$ cat config.mk
export PLATFORM = sky130hd
export DESIGN_NAME = weighted_top_k_selector_top
export DESIGN_NICKNAME = d
export VERILOG_FILES = /design/src/hdl/wtks_pkg.sv /design/src/hdl/wtks_ctrl.sv /design/src/hdl/wtks_datapath.sv /design/src/hdl/weighted_top_k_selector_top.sv
export SDC_FILE = /design/constraint.sdc
export NUM_CORES = 2
export LEC_CHECK = 0
export ABC_AREA = 1
export BUFFER_PORTS_ARGS = -buffer_cell sky130_fd_sc_hd__buf_2
export CORE_MARGIN = 1
export CORE_UTILIZATION = 30
export CTS_CLUSTER_SIZE = 14
export DETAILED_ROUTE_END_ITERATION = 16
export PLACE_DENSITY_LB_ADDON = 0.2
export SLEW_MARGIN = 20
export SYNTH_ARGS = -nofsm -noshare
export SYNTH_HDL_FRONTEND = slang
export SYNTH_SLANG_ARGS = --single-unit
$ cat constraint.sdc
create_clock -name clk -period 7.32 [get_ports clk]
set_clock_uncertainty 0.1 [all_clocks]
set_input_delay 1.83 -clock clk [delete_from_list [all_inputs] [get_ports clk]]
set_output_delay 1.83 -clock clk [all_outputs]
set_load 0.05 [all_outputs]
$ cat src/hdl/wtks_pkg.sv
`default_nettype none
package wtks_pkg;

  localparam int MAX_ENTRIES_DEF = 16;
  localparam int DIV_STEPS       = 32;
  localparam int DIV_CNT_W       = $clog2(DIV_STEPS);
  localparam int RANK_W          = 6;

  localparam logic OP_OFFER = 1'b0;
  localparam logic OP_EMIT  = 1'b1;

  localparam logic [1:0] REG_CURRENT_TIME = 2'd0;
  localparam logic [1:0] REG_HTML_TYPE    = 2'd1;
  localparam logic [1:0] REG_TEXT_TYPE    = 2'd2;

  typedef struct packed {
    logic        operation;
    logic [31:0] url_handle;
    logic [31:0] visit_count;
    logic [31:0] last_visit_time;
    logic [7:0]  media_code;
  } in_item_t;

  typedef struct packed {
    logic [31:0]       entry_handle;
    logic [31:0]       entry_weight;
    logic [RANK_W-1:0] rank;
    logic              last_of_run;
    logic              list_empty;
  } result_t;

  typedef struct packed {
    logic [31:0] current_time;
    logic [7:0]  html_type_code;
    logic [7:0]  text_type_code;
  } cfg_t;

  typedef struct packed {
    logic load;
    logic div_step;
    logic insert;
    logic emit_step;
  } cmd_t;

  typedef struct packed {
    logic cand_ok;
    logic div_last;
    logic emit_last;
  } status_t;

  typedef enum logic [1:0] {
    ST_IDLE,
    ST_DIV,
    ST_INSERT,
    ST_EMIT
  } state_t;

endpackage
`default_nettype wire

$ cat src/hdl/wtks_ctrl.sv
`default_nettype none
module wtks_ctrl import wtks_pkg::*; (
  input  wire logic    clk,
  input  wire logic    rst,
  input  wire logic    start,
  input  wire logic    operation,
  input  wire status_t status,
  output logic         busy,
  output cmd_t         cmd
);

  state_t state, state_next;

  always_ff @(posedge clk) begin
    if (rst) begin
      state <= ST_IDLE;
    end else begin
      state <= state_next;
    end
  end

  always_comb begin
    state_next = state;
    unique case (state)
      ST_IDLE: begin
        if (start) begin
          if (operation == OP_EMIT) begin
            state_next = ST_EMIT;
          end else if (status.cand_ok) begin
            state_next = ST_DIV;
          end
        end
      end
      ST_DIV: begin
        if (status.div_last) begin
          state_next = ST_INSERT;
        end
      end
      ST_INSERT: state_next = ST_IDLE;
      ST_EMIT: begin
        if (status.emit_last) begin
          state_next = ST_IDLE;
        end
      end
      default: state_next = ST_IDLE;
    endcase
  end

  always_comb begin
    busy = 1'b1;
    cmd  = '0;
    unique case (state)
      ST_IDLE: begin
        busy     = 1'b0;
        cmd.load = start && (operation == OP_OFFER) && status.cand_ok;
      end
      ST_DIV:    cmd.div_step  = 1'b1;
      ST_INSERT: cmd.insert    = 1'b1;
      ST_EMIT:   cmd.emit_step = 1'b1;
      default:   busy = 1'b1;
    endcase
  end

  a_cmd_onehot: assert property (@(posedge clk) disable iff (rst)
    $onehot0(cmd)) else $error("more than one datapath command at once");

  // insertion always follows the last divider step and ends the item
  a_insert_after_div: assert property (@(posedge clk) disable iff (rst)
    cmd.insert |-> $past(cmd.div_step) && $past(status.div_last))
    else $error("insert without completed division");

  a_insert_ends: assert property (@(posedge clk) disable iff (rst)
    cmd.insert |=> !busy) else $error("still busy after insert");

endmodule
`default_nettype wire

$ cat src/hdl/wtks_datapath.sv
`default_nettype none
module wtks_datapath import wtks_pkg::*; #(
  parameter int MAX_ENTRIES = MAX_ENTRIES_DEF
) (
  input  wire logic     clk,
  input  wire logic     rst,
  input  wire in_item_t item,
  input  wire cfg_t     cfg,
  input  wire cmd_t     cmd,
  output status_t       status,
  output result_t       result,
  output logic          result_strobe
);

  localparam int CNT_W = $clog2(MAX_ENTRIES + 1);

  // divider
  logic [31:0]          rem;
  logic [31:0]          quo;
  logic [31:0]          divisor;
  logic [31:0]          cand_handle;
  logic [DIV_CNT_W-1:0] step_cnt;
  logic [32:0]          trial;
  logic [33:0]          diff;
  logic [31:0]          age;

  // kept list, best first
  logic [31:0]          kw [MAX_ENTRIES];
  logic [31:0]          kh [MAX_ENTRIES];
  logic [CNT_W-1:0]     count;
  logic [MAX_ENTRIES-1:0] le;
  logic [RANK_W-1:0]    rank_cnt;
  logic                 empty;
  logic                 last;

  assign age = (cfg.current_time >= item.last_visit_time) ?
               (cfg.current_time - item.last_visit_time) : 32'd0;

  assign trial = {rem, quo[31]};
  assign diff  = {1'b0, trial} - {2'b00, divisor};

  assign status.cand_ok   = (item.visit_count != 32'd0) &&
                            ((item.media_code == cfg.html_type_code) ||
                             (item.media_code == cfg.text_type_code));
  assign status.div_last  = (step_cnt == DIV_CNT_W'(DIV_STEPS - 1));
  assign status.emit_last = (count <= CNT_W'(1));

  always_ff @(posedge clk) begin
    if (cmd.load) begin
      rem         <= '0;
      quo         <= age;
      divisor     <= item.visit_count;
      cand_handle <= item.url_handle;
    end else if (cmd.div_step) begin
      if (!diff[33]) begin
        rem <= diff[31:0];
        quo <= {quo[30:0], 1'b1};
      end else begin
        rem <= trial[31:0];
        quo <= {quo[30:0], 1'b0};
      end
    end
  end

  always_ff @(posedge clk) begin
    if (rst) begin
      step_cnt <= '0;
    end else if (cmd.load) begin
      step_cnt <= '0;
    end else if (cmd.div_step) begin
      step_cnt <= step_cnt + 1'b1;
    end
  end

  // entries that stay ahead of the new weight (ties keep the older entry first)
  always_comb begin
    for (int i = 0; i < MAX_ENTRIES; i++) begin
      le[i] = (CNT_W'(i) < count) && (kw[i] <= quo);
    end
  end

  for (genvar g = 0; g < MAX_ENTRIES; g++) begin : g_slot
    always_ff @(posedge clk) begin
      if (cmd.insert && !le[g]) begin
        if (g == 0) begin
          kw[g] <= quo;
          kh[g] <= cand_handle;
        end else if (le[(g == 0) ? 0 : g-1]) begin
          kw[g] <= quo;
          kh[g] <= cand_handle;
        end else begin
          kw[g] <= kw[(g == 0) ? 0 : g-1];
          kh[g] <= kh[(g == 0) ? 0 : g-1];
        end
      end else if (cmd.emit_step && (g < MAX_ENTRIES - 1)) begin
        kw[g] <= kw[(g < MAX_ENTRIES - 1) ? g+1 : g];
        kh[g] <= kh[(g < MAX_ENTRIES - 1) ? g+1 : g];
      end
    end
  end

  always_ff @(posedge clk) begin
    if (rst) begin
      count <= '0;
    end else if (cmd.insert) begin
      if (count != CNT_W'(MAX_ENTRIES)) begin
        count <= count + 1'b1;
      end
    end else if (cmd.emit_step) begin
      if (count != '0) begin
        count <= count - 1'b1;
      end
    end
  end

  assign empty = (count == '0);
  assign last  = status.emit_last;

  always_ff @(posedge clk) begin
    if (rst) begin
      rank_cnt <= '0;
    end else if (cmd.emit_step) begin
      rank_cnt <= last ? '0 : rank_cnt + 1'b1;
    end
  end

  always_ff @(posedge clk) begin
    if (cmd.emit_step) begin
      result.entry_handle <= empty ? 32'd0 : kh[0];
      result.entry_weight <= empty ? 32'd0 : kw[0];
      result.rank         <= empty ? '0 : rank_cnt;
      result.last_of_run  <= last;
      result.list_empty   <= empty;
    end
  end

  always_ff @(posedge clk) begin
    if (rst) begin
      result_strobe <= 1'b0;
    end else begin
      result_strobe <= cmd.emit_step;
    end
  end

  a_count_bound: assert property (@(posedge clk) disable iff (rst)
    count <= CNT_W'(MAX_ENTRIES)) else $error("kept count beyond list size");

  a_insert_fills: assert property (@(posedge clk) disable iff (rst)
    cmd.insert |=> count != '0) else $error("list empty after insert");

  a_empty_alone: assert property (@(posedge clk) disable iff (rst)
    result_strobe && result.list_empty |-> result.last_of_run && result.rank == '0)
    else $error("empty result not a single last item");

endmodule
`default_nettype wire

$ cat src/hdl/weighted_top_k_selector_top.sv
// Offer: a rejected item leaves the block idle; a taken one runs a load, 32 steps of the
// bit-serial restoring divider and one insert into the shift-register list.
// Emit: busy for one emit step per kept entry, or one step when the list is empty;
// results follow on consecutive cycles, each registered from an emit step.
// Results cannot be stalled. Synchronous reset empties the list and restores
// the register defaults (html type 0, text type 1, time 0).
`default_nettype none
module weighted_top_k_selector_top import wtks_pkg::*; #(
  parameter int MAX_ENTRIES = MAX_ENTRIES_DEF
) (
  input  wire logic       clk,
  input  wire logic       rst,
  input  wire logic       start,
  output logic            busy,
  input  wire in_item_t   item,
  output result_t         result,
  output logic            result_strobe,
  input  wire logic       psel,
  input  wire logic       penable,
  input  wire logic       pwrite,
  input  wire logic [3:0] paddr,
  input  wire logic [31:0] pwdata,
  output logic [31:0]     prdata,
  output logic            pready
);

  cfg_t    cfg;
  cmd_t    cmd;
  status_t status;
  logic    wr_en;

  assign pready = 1'b1;
  assign wr_en  = psel && penable && pwrite;

  always_ff @(posedge clk) begin
    if (rst) begin
      cfg.current_time   <= 32'd0;
      cfg.html_type_code <= 8'd0;
      cfg.text_type_code <= 8'd1;
    end else if (wr_en) begin
      unique case (paddr[3:2])
        REG_CURRENT_TIME: cfg.current_time   <= pwdata;
        REG_HTML_TYPE:    cfg.html_type_code <= pwdata[7:0];
        REG_TEXT_TYPE:    cfg.text_type_code <= pwdata[7:0];
        default: ;
      endcase
    end
  end

  always_comb begin
    unique case (paddr[3:2])
      REG_CURRENT_TIME: prdata = cfg.current_time;
      REG_HTML_TYPE:    prdata = {24'd0, cfg.html_type_code};
      REG_TEXT_TYPE:    prdata = {24'd0, cfg.text_type_code};
      default:          prdata = 32'd0;
    endcase
  end

  wtks_ctrl u_ctrl (
    .clk       (clk),
    .rst       (rst),
    .start     (start),
    .operation (item.operation),
    .status    (status),
    .busy      (busy),
    .cmd       (cmd)
  );

  wtks_datapath #(
    .MAX_ENTRIES (MAX_ENTRIES)
  ) u_datapath (
    .clk           (clk),
    .rst           (rst),
    .item          (item),
    .cfg           (cfg),
    .cmd           (cmd),
    .status        (status),
    .result        (result),
    .result_strobe (result_strobe)
  );

endmodule
`default_nettype wire

==> out/qor.txt <==
Post-CTS Setup Inserts: 0
Hold_sp: u_datapath.rank_cnt[5]
DRT antenna net count: 0
FMAX: 184 MHz
Worst slew margin: 13.9%
Power Dens Cells: 237 nW/um^2
Fillers: 29951
Share of the synthesized area in the top cell type: 41.8%
Setup_tns: 0 ns
Sequential area share after synthesis: 44.1%
Layout cells sized above 1: 6.74%
Status: complete, no violations
Final worst path period need: 5.45 ns
Area grow syn2layout: 11.0%
Synth Flop Type: edfxtp_1
Remaining DRCs: 0
Synthesized Nets: 11676
R2R Path Start: u_datapath.quo[20]
Clock Sinks: 1291
Final wirelength: 278000 um
Clk pin slew, worst setup/hold paths: 0.06 ns
Peak fanout along the critical path: 68
Startpoint types: flop
Worst hold slack: 0.366 ns
R2R depth: 15
Cell Count, Final, Fillers Out: 14697
Height of the die: 536 um
TritonCTS clock tree: done
Vias in the first global route: 70186
Detailed Place HPWL: 196000 um
Vias: 73130
Root buffer cell: clkbuf_16
I/O pins: 254
# setup viols final: 0
Max VDD drop: 154 uV
Synthesized cell area: 85700 sq um
Largest cells by area after synthesis: edfxtp_1 42%, nand2_1 17%, ha_1 8.5%
Cell chain of the critical path: inv_1 -> ha_1 -> nand2_1 -> nor2_1 -> nand4_1 -> nor2_1 -> nand2_1 -> nand2_1 -> nand2_1 -> nand2_4 -> nand3_2 -> buf_4 -> nand2_1 -> nand3_1 -> nand2_1
Die ar.: 288000 sq um
# Max-Cap Violations: 0
Worst path bufs/invs: 2
Synth Instances: 10945
Synth Area per Inst: 7.83 sq um
Top-count cell post-synth: nand2_1
HP Class: reg -> reg
Routability cong.: 0.873
Initial core utilization: 30.3%
Met1 usage: 28.8%
Met2 Usage GRT: 26.7%
CP Class: reg -> reg
Vias per inst: 4.98
First-pass GRT wire length: 427000 um
Finished Cell Area: 95100 sq um
Post-CTS resize count: 0
Top Family by Delay on Critical Path: simple AND/OR/NAND/NOR gates
CTS Buffer Depth: 4
Synth Register Bits: 1291
Nets: 11550
Port Buffers: 250
Core Rows: 195
Wire per inst: 18.9 um
Top cell by count, worst path: nand2_1
Hold Buf Count CTS: 0
Gr usage total: 18.8%
Inst Count DP: 14385
Crit. End Element: flop
Pre-Repair DR Iteration Count: 9
R2R Path End: u_datapath.kw[3][59]
Post-synth ARST share: 0%
Worst-margin pin slew: 1.29 ns
R2R Setup Slk: 1.87 ns
Largest net degree at the start of global routing: 258
Period utilisation layout: 74.4%
Worst EP arrival: 6.03 ns
Iter 0 DRT Violations: 7647
LEAKAGE: 43.9 nW
CP max stage cell: nand3_2
Synth area leader: edfxtp_1
Commonest cells post-synth: 3814 x nand2_1, 1276 x inv_1, 1192 x edfxtp_1, 995 x nand3_1, 952 x nand4_1
CTS H-tree depth: 4
Worst hold path cell count: 2
Count of different cell masters after synthesis: 57
DP Area: 89800 sq um
CP max stage delay: 0.94 ns
GRT overflow: 0
Initial antenna violation count: 17
Clk_lat worst skew: 0.86 ns
EDFF count, synth: 1192
Syn. warnings: 0
GR met3 Demand/Resource: 3.44%
Critical Path RT: 7.90 ns
RSZ-0062 raised after global routing: false
Fin. max-slew vios: 0
Busiest layer in global routing: met1
Core Area: 283000 sq um
Worst Hold Path EP: u_datapath.rank_cnt[5]
Fin. Hold Viols: 0
Number of buffers created by CTS: 174
Die width: 536 um
==> sequential cells by signal, summed over array words and instances, names as in the netlist, 6 cells and up <==
name / cells
u_datapath.quo: 32
cfg: 48
u_datapath.cand_handle: 32
u_datapath.rem: 32
u_datapath.kw: 512
u_datapath.result: 72
u_datapath.rank_cnt: 6
u_datapath.divisor: 32
u_datapath.kh: 512
==> how the worst max path moves through the flow <==
stage | start | end | slack (ns) | depth (start not counted)
after floorplan | u_datapath.quo[31] | u_datapath.kh[0][32] | 1.46 | 11
after global placement | paddr[3] | prdata[0] | 1.88 | 5
after detailed placement | u_datapath.quo[12] | u_datapath.kh[0][121] | 1.86 | 15
after CTS | paddr[3] | prdata[0] | 1.87 | 5
after global routing | u_datapath.quo[28] | u_datapath.kh[0][149] | 1.51 | 16
final | u_datapath.quo[20] | u_datapath.kw[3][59] | 1.87 | 15
==> cells in the final DEF (no fill, tap or decap), types with 21 or more instances in the layout <==
cell type / n
nand2_1: 3807
inv_1: 1275
edfxtp_1: 1192
nand3_1: 995
nand4_1: 952
ha_1: 582
a21oi_1: 348
nor2_1: 333
o21ai_0: 285
buf_2: 250
clkbuf_16: 177
buf_4: 157
dfxtp_1: 99
clkbuf_1: 46
clkinv_1: 42
xnor2_1: 39
a21o_1: 28
o22ai_1: 26
o21a_1: 25
clkinv_2: 25
nor3_1: 21
==> logic make-up after synthesis <==
group / after synthesis / share of synthesized area (%)
xor+xnor: 59 / 0.603
other cells: 1 / 0.00438
compound gates: 802 / 5.10
flops: 1291 / 44.1
fa+ha+maj: 584 / 8.55
simple gates: 6190 / 31.8
buf+inv: 2018 / 9.83
==> power by group <==
group	switching, W	total (W)	internal, W
Clock	0.00339	0.00813	0.00474
Combinational	0.00360	0.00513	0.00153
Sequential	0.000402	0.00926	0.00886
Total	0.00740	0.0225	0.0151
==> per-stage QoR <==
stage	setup slack (ns)	power [W]	utilization, %
after detailed placement	1.86	0.0145	31.7
after global placement	1.88	0.0144	31.7
after global routing	1.51	0.0238	33.6
after CTS	1.87	0.0228	33.6
final	1.87	0.0225	33.6
after floorplan	1.46	0.0131	-
==> tightest hold or removal path: cells and delay by family (launching register included) <==
kind | cells | cell delay [ns]
buffers and inverters | 1 | 0.06
AOI/OAI and AO/OA | 1 | 0.06
DFF | 1 | 0.30
==> final cells by class <==
class | instances | area (sq um) | share of cell area [%]
Timing Repair Buffer | 419 | 2680 | 2.82
Sequential cell | 1291 | 37800 | 39.7
Clock inverter | 78 | 596 | 0.626
Tap cell | 3743 | 4680 | 4.93
Antenna cell | 5 | 12.5 | 0.0132
Inverter | 1297 | 4880 | 5.13
Multi-Input combinational cell | 7636 | 39800 | 41.8
Clock buffer | 228 | 4660 | 4.91
==> metal layers <==
metal	wire [um]	vias up
li1	-	36543
met1	138000	33812
met2	112000	2434
met3	21700	329
met4	6630	12
met5	75	-
No activity file was read; power rests on OpenSTA's default activity.
